`config.mk`:
```
export PLATFORM = sky130hd
export DESIGN_NAME = column_predicate_filter_top
export DESIGN_NICKNAME = d
export VERILOG_FILES = /design/src/cpf_pkg.sv /design/src/column_predicate_filter_top.sv /design/src/cpf_compare.sv /design/src/cpf_count.sv /design/src/cpf_result_fifo.sv
export SDC_FILE = /design/constraint.sdc
export NUM_CORES = 1
export LEC_CHECK = 0
export BUFFER_PORTS_ARGS = -buffer_cell sky130_fd_sc_hd__buf_2
export CORE_UTILIZATION = 30
export CTS_CLUSTER_SIZE = 24
export DETAILED_ROUTE_END_ITERATION = 12
export PLACE_DENSITY = 0.44
export SYNTH_ARGS = -nofsm -noshare
export SYNTH_HDL_FRONTEND = slang
export SYNTH_SLANG_ARGS = --single-unit
export TNS_END_PERCENT = 30
```
`constraint.sdc`:
```
create_clock -name clk_i -period 4.3 [get_ports clk_i]
set_input_delay 0.43 -clock clk_i [delete_from_list [all_inputs] [get_ports clk_i]]
set_output_delay 0.43 -clock clk_i [all_outputs]
set_load 0.02 [all_outputs]
```
`src/cpf_pkg.sv`:
```
`timescale 1ns / 1ps
`default_nettype none

package cpf_pkg;

  localparam int unsigned ValueW        = 32;
  localparam int unsigned KindW         = 3;
  localparam int unsigned RowIdxW       = 16;
  localparam int unsigned CountW        = 17;
  localparam int unsigned CountMax      = (2 ** CountW) - 1;
  localparam int unsigned CfgIdxW       = 2;
  localparam int unsigned MaxRowsDefault = 65536;
  localparam int unsigned FifoDepth     = 4;
  localparam int unsigned FifoPtrW      = $clog2(FifoDepth);
  localparam int unsigned FifoCntW      = $clog2(FifoDepth + 1);

  typedef enum logic [CfgIdxW-1:0] {
    REG_COMPARE_KIND = 2'd0,
    REG_TARGET_VALUE = 2'd1
  } cfg_reg_e;

  typedef enum logic [KindW-1:0] {
    CMP_EQ = 3'd0,
    CMP_GT = 3'd1,
    CMP_GE = 3'd2,
    CMP_LT = 3'd3,
    CMP_LE = 3'd4
  } cmp_kind_e;

  typedef struct packed {
    logic               is_total;
    logic [RowIdxW-1:0] match_row;
    logic [CountW-1:0]  total_matches;
    logic               end_of_run;
  } result_t;

  typedef struct packed {
    logic [1:0] num;
    result_t    first;
    result_t    second;
  } push_t;

endpackage

`default_nettype wire

```
`src/column_predicate_filter_top.sv`:
```
// column predicate filter
// input channel: one row per transfer (row_value_i, row_deleted_i, last_row_i)
//   under in_valid_i / in_stall_o
// output channel: result transfers under out_valid_o / out_stall_i; a matching
//   row gives its row index, and the row marked last is followed by a total
//   result carrying the match count of the block
// config channel: cfg_valid_i / cfg_ready_o with cfg_index_i (0 compare kind,
//   1 target value) and cfg_data_i; ready is always high, write only when idle
// path: a row is held in the row register, then its results are written to
//   the result queue, which drives the output channel
// throughput: one row per cycle; the row register hands on a row only when
//   the four-entry result queue has two free entries, so a last row that also
//   matches needs two output transfers and the queue drain sets the rate
// reset: counters, the queue and both config registers clear at once
// a stall on the output fills the queue, then the row register, then raises
//   in_stall_o; nothing is dropped
`timescale 1ns / 1ps
`default_nettype none

module column_predicate_filter_top #(
  parameter int unsigned MAX_ROWS = cpf_pkg::MaxRowsDefault
) (
  input  logic                              clk_i,
  input  logic                              rst_ni,
  input  logic                              in_valid_i,
  output logic                              in_stall_o,
  input  logic signed [cpf_pkg::ValueW-1:0] row_value_i,
  input  logic                              row_deleted_i,
  input  logic                              last_row_i,
  output logic                              out_valid_o,
  input  logic                              out_stall_i,
  output logic                              is_total_o,
  output logic [cpf_pkg::RowIdxW-1:0]       match_row_o,
  output logic [cpf_pkg::CountW-1:0]        total_matches_o,
  output logic                              end_of_run_o,
  input  logic                              cfg_valid_i,
  output logic                              cfg_ready_o,
  input  logic [cpf_pkg::CfgIdxW-1:0]       cfg_index_i,
  input  logic [cpf_pkg::ValueW-1:0]        cfg_data_i
);

  logic [cpf_pkg::KindW-1:0]         kind_q;
  logic signed [cpf_pkg::ValueW-1:0] target_q;
  logic                              row_valid_q, row_valid_d;
  logic signed [cpf_pkg::ValueW-1:0] value_q;
  logic                              deleted_q, last_q;
  logic                              in_fire, row_fire, room, match;
  cpf_pkg::push_t                    push, push_gated;
  cpf_pkg::result_t                  res;

  assign cfg_ready_o = 1'b1;
  assign row_fire    = row_valid_q && room;
  assign in_stall_o  = row_valid_q && !room;
  assign in_fire     = in_valid_i && !in_stall_o;

  // config registers
  always_ff @(posedge clk_i or negedge rst_ni) begin
    if (!rst_ni) begin
      kind_q   <= '0;
      target_q <= '0;
    end else if (cfg_valid_i && cfg_ready_o) begin
      unique case (cfg_index_i)
        cpf_pkg::REG_COMPARE_KIND: kind_q   <= cfg_data_i[cpf_pkg::KindW-1:0];
        cpf_pkg::REG_TARGET_VALUE: target_q <= $signed(cfg_data_i);
        default: ;
      endcase
    end
  end

  // row register
  always_comb begin
    row_valid_d = row_valid_q;
    if (in_fire) begin
      row_valid_d = 1'b1;
    end else if (row_fire) begin
      row_valid_d = 1'b0;
    end
  end

  always_ff @(posedge clk_i or negedge rst_ni) begin
    if (!rst_ni) begin
      row_valid_q <= 1'b0;
    end else begin
      row_valid_q <= row_valid_d;
    end
  end

  always_ff @(posedge clk_i) begin
    if (in_fire) begin
      value_q   <= row_value_i;
      deleted_q <= row_deleted_i;
      last_q    <= last_row_i;
    end
  end

  cpf_compare u_compare (
    .kind_i    (kind_q),
    .target_i  (target_q),
    .value_i   (value_q),
    .deleted_i (deleted_q),
    .match_o   (match)
  );

  cpf_count #(
    .MAX_ROWS (MAX_ROWS)
  ) u_count (
    .clk_i   (clk_i),
    .rst_ni  (rst_ni),
    .fire_i  (row_fire),
    .match_i (match),
    .last_i  (last_q),
    .push_o  (push)
  );

  always_comb begin
    push_gated = push;
    if (!row_fire) begin
      push_gated.num = 2'd0;
    end
  end

  cpf_result_fifo u_fifo (
    .clk_i   (clk_i),
    .rst_ni  (rst_ni),
    .push_i  (push_gated),
    .room_o  (room),
    .valid_o (out_valid_o),
    .stall_i (out_stall_i),
    .data_o  (res)
  );

  assign is_total_o      = res.is_total;
  assign match_row_o     = res.match_row;
  assign total_matches_o = res.total_matches;
  assign end_of_run_o    = res.end_of_run;

endmodule

`default_nettype wire

```
`src/cpf_compare.sv`:
```
`timescale 1ns / 1ps
`default_nettype none

module cpf_compare (
  input  logic [cpf_pkg::KindW-1:0]         kind_i,
  input  logic signed [cpf_pkg::ValueW-1:0] target_i,
  input  logic signed [cpf_pkg::ValueW-1:0] value_i,
  input  logic                              deleted_i,
  output logic                              match_o
);

  logic pass;

  always_comb begin
    unique case (kind_i)
      cpf_pkg::CMP_EQ: pass = (value_i == target_i);
      cpf_pkg::CMP_GT: pass = (value_i > target_i);
      cpf_pkg::CMP_GE: pass = (value_i >= target_i);
      cpf_pkg::CMP_LT: pass = (value_i < target_i);
      cpf_pkg::CMP_LE: pass = (value_i <= target_i);
      default:         pass = 1'b0;
    endcase
  end

  assign match_o = pass && !deleted_i;

endmodule

`default_nettype wire

```
`src/cpf_count.sv`:
```
`timescale 1ns / 1ps
`default_nettype none

module cpf_count #(
  parameter int unsigned MAX_ROWS = cpf_pkg::MaxRowsDefault
) (
  input  logic            clk_i,
  input  logic            rst_ni,
  input  logic            fire_i,
  input  logic            match_i,
  input  logic            last_i,
  output cpf_pkg::push_t  push_o
);

  localparam int unsigned RowW     = (MAX_ROWS > 1) ? $clog2(MAX_ROWS) : 1;
  localparam int unsigned MatchCap =
      (MAX_ROWS < cpf_pkg::CountMax) ? MAX_ROWS : cpf_pkg::CountMax;

  logic [RowW-1:0]                 row_q, row_d;
  logic [cpf_pkg::CountW-1:0]      match_q, match_d, match_inc;
  logic [RowW+cpf_pkg::RowIdxW-1:0] row_ext;
  cpf_pkg::result_t                match_res, total_res;

  assign row_ext = {{cpf_pkg::RowIdxW{1'b0}}, row_q};

  always_comb begin
    match_inc = match_q;
    if (match_i && (match_q < cpf_pkg::CountW'(MatchCap))) begin
      match_inc = match_q + cpf_pkg::CountW'(1);
    end

    match_res.is_total      = 1'b0;
    match_res.match_row     = row_ext[cpf_pkg::RowIdxW-1:0];
    match_res.total_matches = '0;
    match_res.end_of_run    = !last_i;

    total_res.is_total      = 1'b1;
    total_res.match_row     = '0;
    total_res.total_matches = match_inc;
    total_res.end_of_run    = 1'b1;

    push_o.num    = {1'b0, match_i} + {1'b0, last_i};
    push_o.first  = match_i ? match_res : total_res;
    push_o.second = total_res;
  end

  always_comb begin
    row_d   = row_q;
    match_d = match_q;
    if (fire_i) begin
      if (last_i) begin
        row_d   = '0;
        match_d = '0;
      end else begin
        match_d = match_inc;
        if (row_q == RowW'(MAX_ROWS - 1)) begin
          row_d = '0;
        end else begin
          row_d = row_q + RowW'(1);
        end
      end
    end
  end

  always_ff @(posedge clk_i or negedge rst_ni) begin
    if (!rst_ni) begin
      row_q   <= '0;
      match_q <= '0;
    end else begin
      row_q   <= row_d;
      match_q <= match_d;
    end
  end

endmodule

`default_nettype wire

```
`src/cpf_result_fifo.sv`:
```
`timescale 1ns / 1ps
`default_nettype none

module cpf_result_fifo (
  input  logic             clk_i,
  input  logic             rst_ni,
  input  cpf_pkg::push_t   push_i,
  output logic             room_o,
  output logic             valid_o,
  input  logic             stall_i,
  output cpf_pkg::result_t data_o
);

  cpf_pkg::result_t                mem_q [cpf_pkg::FifoDepth];
  logic [cpf_pkg::FifoPtrW-1:0]    wr_ptr_q, rd_ptr_q, wr_next;
  logic [cpf_pkg::FifoCntW-1:0]    count_q;
  logic                            pop;

  assign room_o  = (count_q <= cpf_pkg::FifoCntW'(cpf_pkg::FifoDepth - 2));
  assign valid_o = (count_q != '0);
  assign pop     = valid_o && !stall_i;
  assign data_o  = mem_q[rd_ptr_q];
  assign wr_next = wr_ptr_q + cpf_pkg::FifoPtrW'(1);

  always_ff @(posedge clk_i) begin
    if (push_i.num != 2'd0) begin
      mem_q[wr_ptr_q] <= push_i.first;
    end
    if (push_i.num == 2'd2) begin
      mem_q[wr_next] <= push_i.second;
    end
  end

  always_ff @(posedge clk_i or negedge rst_ni) begin
    if (!rst_ni) begin
      wr_ptr_q <= '0;
      rd_ptr_q <= '0;
      count_q  <= '0;
    end else begin
      wr_ptr_q <= wr_ptr_q + cpf_pkg::FifoPtrW'(push_i.num);
      if (pop) begin
        rd_ptr_q <= rd_ptr_q + cpf_pkg::FifoPtrW'(1);
      end
      count_q <= count_q + cpf_pkg::FifoCntW'(push_i.num)
               - cpf_pkg::FifoCntW'(pop);
    end
  end

endmodule

`default_nettype wire

```
# ---- Yosys cells after proc, flatten, opt, wreduce, memory -nomap -nowiden
# Memories as Yosys holds them, arrays and structs flattened.
# Index checks and enable logic that the tools add are counted.
dict set report totals {
  inputBits 73
  out_inout_bits 38
  memories 1
  ram_bits 140
  regBits 110
}
dict set report op_classes {
  n_reduce_logical 18
  eq_ne 8
  n_lt_le_gt_ge 6
  muxes 13
  addsub 8
}
# name depth word_bits rd rd_clocked_by_memory_dff wr line_no
set mem_list {}
lappend mem_list {u_fifo.mem_q 4 35 1 0 2 cpf_result_fifo.sv:14} ;# cpf_pkg::result_t mem_q [cpf_pkg::FifoDepth];
# op count
set op_table {}
lappend op_table {{2-to-1 mux 35 bit} 1}
lappend op_table {{2-to-1 mux 17 bit} 2}
lappend op_table {{equality test 32 bit} 1}
lappend op_table {{>= comparator 32 bit} 1}
lappend op_table {{greater-than comparator 32 bit} 1}
lappend op_table {{<= comparator 32 bit} 1}
lappend op_table {{< comparator 32 bit} 1}
lappend op_table {{2-to-1 mux 16 bit} 2}
lappend op_table {{adder 17 x 1 -> 17 bit, second input constant} 1}
lappend op_table {{< comparator 17 bit, second input constant} 1}
lappend op_table {{adder 16 x 1 -> 16 bit, second input constant} 1}
lappend op_table {{equality test 16 bit, second input constant} 1}
lappend op_table {{equality test 3 x 2 -> 1 bit, second input constant} 2}
lappend op_table {{logical AND 1 bit} 6}
lappend op_table {{2-to-1 mux 1 bit} 6}
lappend op_table {{zero test 1 bit} 5}
lappend op_table {{case mux 1 bit (5 select lines)} 1}
lappend op_table {{adder 2 x 1 -> 2 bit, second input constant} 2}
lappend op_table {{AND reduction 2 bit} 2}
lappend op_table {{nonzero test 2 bit} 2}
lappend op_table {{adder 3 x 2 -> 3 bit} 1}
lappend op_table {{equality test 3 x 1 -> 1 bit, second input constant} 1}
lappend op_table {{equality test 3 bit, second input constant} 1}
lappend op_table {{<= comparator 3 x 2 -> 1 bit, second input constant} 1}
lappend op_table {{other kinds (9)} 9}

# ---- Logic depth before layout (Yosys ltp)
# Gate-level depths: netlist of run 1.
dict set report depth {
  depth_word 8
  depth_mapped 20
}

# ---- Modules after synthesis
# From an unflattened synthesis of run 1, not the netlist that was laid out.
dict set report hier_totals {
  cells_unflattened 921
  area_unflattened_um2 13106.3
}
# mod instances area_each_um2 seq_area_each_um2 cells_each
set by_module_without_submodules {}
lappend by_module_without_submodules {cpf_result_fifo 1 7293.2 4379.2 380}
lappend by_module_without_submodules {cpf_count 1 2489.9 825.8 297}
lappend by_module_without_submodules {column_predicate_filter_top 1 2416.1 1921.8 119}
lappend by_module_without_submodules {cpf_compare 1 907.1 0.0 125}

# ---- Least setup slack after synthesis of run 1
# No wires, ideal clock.
dict set report synth_timing {
  path_type {flip-flop to flip-flop}
  from {register target_q[7] in the netlist's numbering}
  to {memory u_fifo.mem_q[3][10] in the netlist's numbering, enable pin}
  period_less_slack_ps 4651
  arrival_ps 4278
  setup_slack_ps -351
  path_stages_with_launch 19
  cell_sequence {dfrtp_1 > inv_1 > ha_1 > a21oi_1 > nand3_1 > a221o_1 > o311ai_2 > a21o_1 > and2_1 > o32ai_4 > o21ai_4 > inv_2 > buf_2 > ha_1 > clkbuf_1 > nor3_1 > nor2_1 > clkbuf_1 > inv_1}
}
# element line_no
set synth_rtl {}
lappend synth_rtl {{start, declared} column_predicate_filter_top.sv:43} ;# logic signed [cpf_pkg::ValueW-1:0] target_q;
lappend synth_rtl {{start signal, assigned} column_predicate_filter_top.sv:64} ;# cpf_pkg::REG_TARGET_VALUE: target_q <= $signed(cfg_data_i);
lappend synth_rtl {{end, declared} cpf_result_fifo.sv:14}

==> metrics.md, run 1 <==
| Metric | Value |
|---|---|
| Area grow syn2layout | 19.98% |
| Largest cells by area after synthesis | edfxtp_1 (26%), dfrtp_1 (16%), dfxtp_1 (12%) |
| Register area share after synthesis | 54.57% |
| Core box area | 38650 µm² |
| CTS buffer count | 30 |
| Max cap viols | 0 |
| Cell Rows | 72 |
| Die Width | 199.8 µm |
| Yosys Warn Count | 0 |
| First-pass GRT wire length | 48.57 mm |
| Final setup vio count | 0 |
| Startpoint Class | flop |
| Vias | 8266 |
| Synth Instances | 976 |
| GRT Residual Overflow | 0 |
| Mapped Area | 11740 µm² |
| Final Skew | 0.01640 ns |
| Period utilisation layout | 93.74% |
| Share of cells above drive strength 1 | 26.12% |
| Die area | 39930 µm² |
| Leak | 5.488 nW |
| DRT iter0 DRCs | 515 |
| Crit Path Max Fanout | 9 |
| Async SR Flop Fraction | 30.40% |
| CTS tree | yes |
| # fillers | 3859 |
| Fin Setup TNS | 0 ns |
| Syn_area_per_cell | 12.03 µm² |
| RSZ-0062 raised after global routing | no |
| Dpl cells | 1571 |
| Buffers on Ports | 109 |
| Worst Path Required | 4.70 ns |
| Synth Register Bits | 250 |
| Fmax | 0.2481 GHz |
| Hpwl dp | 20.60 mm |
| Synth unique cells | 71 |
| Root Driver | clkbuf_16 |
| H-tree Lvls | 1 |
| Count leader, synth | edfxtp_1 |
| Comb power frac | 27.8% |
| Nets | 1203 |
| VDD IR-drop max | 275.5 µV |
| CP Capture Type | flop |
| Sw Ratio | 33.65% |
| Placer Congestion | 0.7955 |
| Drt pass-1 iters | 5 |
| Number of synthesized flops with an enable pin | 102 |
| Syn nets | 1089 |
| Outcome | complete, no violations |
| Worst-path cell with the longest stage delay | or3_1 |
| Post-route insts no fill | 1634 |
| HP Class | input port to flop |
| Clk_lat worst skew | 0.56 ns |
| Clock share of power | 31.8% |
| Commonest cells in the netlist | edfxtp_1 (102), dfrtp_1 (76), nor2_1 (75) |
| Worst-Margin Slew | 1.079 ns |
| Worst path cell trace | inv_1 > ha_1 > a21oi_1 > nand3_1 > a221o_1 > o311ai_4 > a21o_1 > and2_1 > o32ai_4 > o21ai_4 > inv_2 > ha_1 > buf_4 > or3_1 > buf_4 > o22ai_1 > a32o_1 |
| Part of the power in registers | 40.4% |
| Power per cell area | 572.5 nW/µm² |
| Relative slew slack | 28.06% |
| Power Internal | 0.005351 W |
| Initial antenna violation count | 6 |
| Post-layout util | 36.45% |
| Arrival @ worst endpoint | 4.44 ns |
| GRT Resource Usage Total | 15.73% |
| Min Clock Period, post-route | 4.031 ns |
| Die H | 199.8 µm |
| CTS clk-pin slew, worst paths | 0.06 ns |
| I/O pins | 111 |
| Routed len/inst | 18.61 µm |
| Switch Pwr | 0.002713 W |
| Critical path type | flop to flop |
| Antenna viol nets, final | 0 |
| Vias in the first global route | 8223 |
| Pin count of the biggest net entering global routing | 61 |
| Via density per instance | 5.059 |
| Initial core utilization | 30.38% |
| Slowest stage delay, CP | 0.47 ns |
| Post-synth top area share | 26.09% |
| Slew Limit Fails | 0 |
| Hold Fails Final Rpt | 0 |
| Main synth FF type | edfxtp_1 |
| Largest area contributor in the netlist | edfxtp_1 |
| Clk sink count | 250 |
| Clk buf depth | 3 |
| DRC | 0 |
| Drt total wl | 30.41 mm |
[sequential cells by signal (all words and copies together) (netlist names)]
register and count:
u_count.row_q 16, u_fifo.mem_q 140, kind_q 3, last_q 1, u_fifo.wr_ptr_q 2, u_count.match_q 17
value_q 32, target_q 32, u_fifo.rd_ptr_q 2, deleted_q 1, row_valid_q 1, u_fifo.count_q 3
[stage by stage]
stage                     area [µm²]  hold slack (ns)  total power, W  setup slack, ns
after global routing           14080          0.01226        0.008559          0.01807
final                          14090          0.04023        0.008064           0.2691
after global placement         13000           0.4437        0.005572           0.1194
after CTS                      14010         0.002808        0.008194          0.01849
after detailed placement       13000           0.4522        0.005591          0.01992
after floorplan                11770           0.1344        0.004731         0.006906
[critical path: cells and delay by family (launching register included)]
kind | cells | cell delay [ns]
adder cells (fa/ha/maj) | 2 | 0.62
flip-flops | 1 | 0.34
buffers and inverters | 4 | 0.48
AO/OA/AOI/OAI | 8 | 1.63
AND/OR/NAND/NOR | 3 | 0.80
[layout by cell type (no fill, tap or decap), types with 36 or more instances in the layout]
cell	instances
a32o_1	51
buf_2	108
buf_4	41
dfrtp_1	74
dfxtp_1	72
edfxtp_1	102
ha_1	39
inv_1	48
mux2_2	36
nand2_1	46
nor2_1	73
o21ai_0	38
[area by class of cell]
class	count	area [µm²]	share of cell area (%)
diodes	2	5.005	0.03553
inverters	53	205.2	1.457
clock buffers	50	918.4	6.520
flip-flops and latches	250	6409	45.50
repair buffers	153	918.4	6.520
multi-input cells	602	4901	34.79
clock inverters	6	81.33	0.5774
well taps	518	648.1	4.601
[logic make-up (layout without fill, tap and decap cells)]
family	after synthesis	after routing	synth area share (%)
flip-flops	250	250	54.57
XOR/XNOR	19	19	1.417
AND/OR/NAND/NOR	259	259	11.05
other	1	3	0.03194
AO/OA/AOI/OAI	209	209	13.98
multiplexers	74	74	10.42
adder cells (fa/ha/maj)	40	40	4.327
buffers and inverters	124	262	4.199
[metal layers]
layer	up-vias	part of all wire, %	wire length, µm	GRT usage (%)
met2	205	44	13460	24.18
met3	53	6.0	1818	3.343
li1	3949	-	-	-
met1	4051	47	14420	22.15
met4	8	2.2	666	4.665
met5	-	0.14	44	0
[final timing paths]
check,startpoint,endpoint,slack [ns],cells past startpoint
hold / removal,row_value_i[17],value_q[17]$_DFFE_PP_,0.04,1
setup / recovery,target_q[7]$_DFFE_PN0P_,u_fifo.mem_q[3][7]$_DFFE_PP_,0.27,17
min in group asynchronous,rst_ni,target_q[4]$_DFFE_PN0P_,0.40,2
setup reg to reg,target_q[7]$_DFFE_PN0P_,u_fifo.mem_q[3][7]$_DFFE_PP_,0.27,17
max in group asynchronous,rst_ni,u_count.row_q[8]$_DFFE_PN0P_,2.93,3
hold reg to reg,u_fifo.mem_q[0][23]$_SDFFE_PP0P_,u_fifo.mem_q[0][23]$_SDFFE_PP0P_,0.46,1
[power by group through the flow]
| stage | Clock (W) | Combinational (W) | Sequential (W) |
|---|---|---|---|
| 2_1_floorplan | 0 | 0.00168 | 0.00305 |
| 6_report | 0.00256 | 0.00224 | 0.00326 |
| 4_1_cts | 0.00264 | 0.00228 | 0.00327 |
| 5_1_grt | 0.00273 | 0.00251 | 0.00332 |
| 3_3_place_gp | 0 | 0.00226 | 0.00331 |
| 3_5_place_dp | 0 | 0.00227 | 0.00332 |
[what timing repair did]
item / CTS / global route
resized for setup: 0 / 10
setup endpoints to repair: 0 / 100
hold buffers: 1 / 0
buffers inserted: 0 / 4
hold endpoints to repair: 37 / 0
No activity file was read; power rests on OpenSTA's default activity.
==> inputs of run 2 (changes only) <==
--- a/config.mk
+++ b/config.mk
@@ -6,6 +6,7 @@
 export NUM_CORES = 1
 export LEC_CHECK = 0
 export BUFFER_PORTS_ARGS = -buffer_cell sky130_fd_sc_hd__buf_2
+export CORE_ASPECT_RATIO = 1.2
 export CORE_UTILIZATION = 30
 export CTS_CLUSTER_SIZE = 24
 export DETAILED_ROUTE_END_ITERATION = 12
==> run 2 against run 1 <==
Utilization is 0.29 points lower. Critical path depth unchanged. Worst setup slack got worse by 0.034 ns. Hold slack better by 0.010 ns. Register-to-register slack worse by 0.03 ns. Sequential share of layout area increased by 0.36 points. Cell count is 0.12% lower. Count of clock-buffer cells in the layout shrank 7. Critical endpoint is now u_fifo.mem_q[3][3]$_DFFE_PP_. Highest routed layer unchanged.
==> metrics.md, run 2 (synthesis results as in run 1) <==
| Metric | Value |
|---|---|
| Outcome | complete, no violations |
| RSZ-0062 raised after global routing | yes |
| Final setup vio count | 0 (unchanged) |
| Fmax | 0.2460 GHz (-0.84%) |
| Crit Path Max Fanout | 9 (unchanged) |
| GRT Resource Usage Total | 15.47% (-0.26 points) |
| Nets | 1196 (-0.58%) |
| Slew Limit Fails | 0 (unchanged) |
| Power per cell area | 560.0 nW/µm² (-2.2%) |
| Vias in the first global route | 8467 (+3.0%) |
| Top Registers | u_fifo.mem_q: 140 flops, target_q: 32 flops, value_q: 32 flops |
| DRC | 0 (unchanged) |
| Post-layout util | 36.16% (-0.29 points) |
| Power Internal | 0.005155 W (-3.7%) |
| Largest register FFs | 140 (unchanged) |
| Max cap viols | 0 (unchanged) |
| Drt pass-1 iters | 4 (-1) |
| Leak | 5.438 nW (-0.91%) |
| Sw Ratio | 34.12% (+0.48 points) |
| Part of the power in registers | 41.4% (+1.0 points) |
| First-pass GRT wire length | 48.35 mm (-0.46%) |
| Relative slew slack | 31.67% (+3.6 points) |
| Period utilisation layout | 94.54% (+0.79 points) |
| VDD IR-drop max | 321.3 µV (+17%) |
| GRT Residual Overflow | 0 (unchanged) |
| Via density per instance | 5.058 (about the same) |
| Core box area | 38650 µm² (about the same) |
| Die H | 218.7 µm (+9.4%) |
| CTS buffer count | 28 (-6.7%) |
| CTS clk-pin slew, worst paths | 0.06 ns (about the same) |
| Share of cells above drive strength 1 | 25.97% (-0.15 points) |
| Hold Fails Final Rpt | 0 (unchanged) |
| Reg area | 6409 µm² (unchanged) |
| Buffers on Ports | 109 (unchanged) |
| Clk sink count | 250 (unchanged) |
| Largest register by flop count | u_fifo.mem_q |
| Comb power frac | 28.5% (+0.7 points) |
| Placer Congestion | 0.7950 (about the same) |
| Die area | 39930 µm² (about the same) |
| CP Capture Type | flop |
| Most frequent cells in the layout | buf_2 (108), edfxtp_1 (102), dfrtp_1 (74) |
| Routed len/inst | 18.59 µm (-0.12%) |
| Root Driver | clkbuf_16 |
| Arrival @ worst endpoint | 4.47 ns (+0.03 ns) |
| Initial antenna violation count | 3 (-3) |
| DRT iter0 DRCs | 411 (-20%) |
| Worst-Margin Slew | 1.025 ns (-0.05425 ns) |
| # Post-CTS Setup Buffers | 0 (unchanged) |
| Hpwl dp | 20.09 mm (-2.5%) |
| Clk buf depth | 3 (unchanged) |
| Worst Path Required | 4.71 ns (about the same) |
| Initial core utilization | 30.38% (about the same) |
| Min Clock Period, post-route | 4.065 ns (+0.03412 ns) |
| Drt total wl | 30.33 mm (-0.25%) |
| CTS tree | yes |
| Fin Setup TNS | 0 ns (unchanged) |
| Die Width | 182.6 µm (-8.6%) |
| Commonest non-fill, non-tap cell in the layout | buf_2 |
| Pin count of the biggest net entering global routing | 61 (unchanged) |
| Startpoint Class | flop |
| Multi-input logic area | 4898 µm² (about the same) |
| Critical path type | flop to flop |
| HP Class | input port to flop |
| Final Skew | 0.01334 ns (-0.003059 ns) |
| Antenna viol nets, final | 0 (unchanged) |
| Cell Rows | 79 (+9.7%) |
| # fillers | 3841 (-0.47%) |
| I/O pins | 111 (unchanged) |
| Clk_lat worst skew | 0.55 ns (about the same) |
| Area grow syn2layout | 19.03% |
| Switch Pwr | 0.002670 W (-1.6%) |
| Vias | 8255 (-0.13%) |
| H-tree Lvls | 1 (unchanged) |
| Clock share of power | 30.1% (-1.7 points) |
run 2: cell types whose count changed in the layout (fill, tap and decap cells not counted), moves of 2 or more:
cell and delta:
clkinv_2 +5, buf_4 -7, nor4_1 +2, bufinv_16 -2
clkbuf_1 -5, nor4_2 -2
run 2: final timing paths:
kind                                             startpoint                          endpoint  slack [ns]  cells past startpoint
setup / recovery                    target_q[7]$_DFFE_PN0P_      u_fifo.mem_q[3][3]$_DFFE_PP_        0.23                     17
hold / removal                              row_value_i[19]             value_q[19]$_DFFE_PP_        0.05                      1
setup reg to reg                    target_q[7]$_DFFE_PN0P_      u_fifo.mem_q[3][3]$_DFFE_PP_        0.23                     17
hold reg to reg            u_fifo.mem_q[2][25]$_SDFFE_PP0P_  u_fifo.mem_q[2][25]$_SDFFE_PP0P_        0.46                      1
max in group asynchronous                            rst_ni    u_count.match_q[0]$_DFFE_PN0P_        2.91                      3
min in group asynchronous                            rst_ni           target_q[5]$_DFFE_PN0P_        0.50                      2
run 2: cell type report:
class,count,share of cell area (%)
Sequential cell,250,45.86
Multi-Input combinational cell,602,35.05
Timing Repair Buffer,148,6.420
Clock buffer,43,6.160
Tap cell,526,4.709
Inverter,53,1.450
Clock inverter,9,0.3313
Antenna cell,1,0.01791
run 2: worst max-delay path, cell delays in order, from the launching register on:
cell and delay, ns:
dfrtp_1 0.34, inv_1 0.04, ha_1 0.33, a21oi_1 0.14, nand3_1 0.14, a221o_1 0.38
o311ai_2 0.30, a21o_1 0.21, and2_1 0.20, o32ai_4 0.11, o21ai_4 0.15, inv_2 0.05
ha_1 0.32, buf_4 0.18, or3_1 0.48, buf_4 0.22, o22ai_1 0.16, a32o_1 0.18
run 2: timing repair:
action                     CTS  global route
hold buffers                 1             0
setup endpoints to repair    5           111
gates cloned                 0             0
hold endpoints to repair    49             0
gates resized for setup      1             8
run 2: power groups by stage:
stage,Combinational [W],Sequential (W),Clock [W]
3_5_place_dp,0.00227,0.00329,0
3_3_place_gp,0.00225,0.00328,0
4_1_cts,0.00228,0.00324,0.00245
2_1_floorplan,0.00168,0.00305,0
5_1_grt,0.00249,0.00329,0.00251
6_report,0.00223,0.00324,0.00235
run 2: routing by layer:
layer	global-route usage, %	vias up	share of wire [%]
met5	0	-	0.033
met4	4.034	2	1.8
met3	3.166	41	6.4
met2	25.61	229	47
met1	20.50	4061	45
li1	-	3922	-
run 2: stage by stage:
stage / hold WS (ns) / instance area (µm²) / setup WS, ns / instances / total power [W]
after global placement: 0.4426 / 13010 / -0.02267 / 1578 / 0.005534
after CTS: 0.01568 / 13940 / 0.1129 / 1631 / 0.007959
after detailed placement: 0.4502 / 13010 / -0.01872 / 1578 / 0.005554
final: 0.05019 / 13970 / 0.2350 / 1632 / 0.007826
after floorplan: 0.1344 / 11770 / 0.006906 / 976 / 0.004731
after global routing: 0.02517 / 13970 / -0.003312 / 1631 / 0.008293
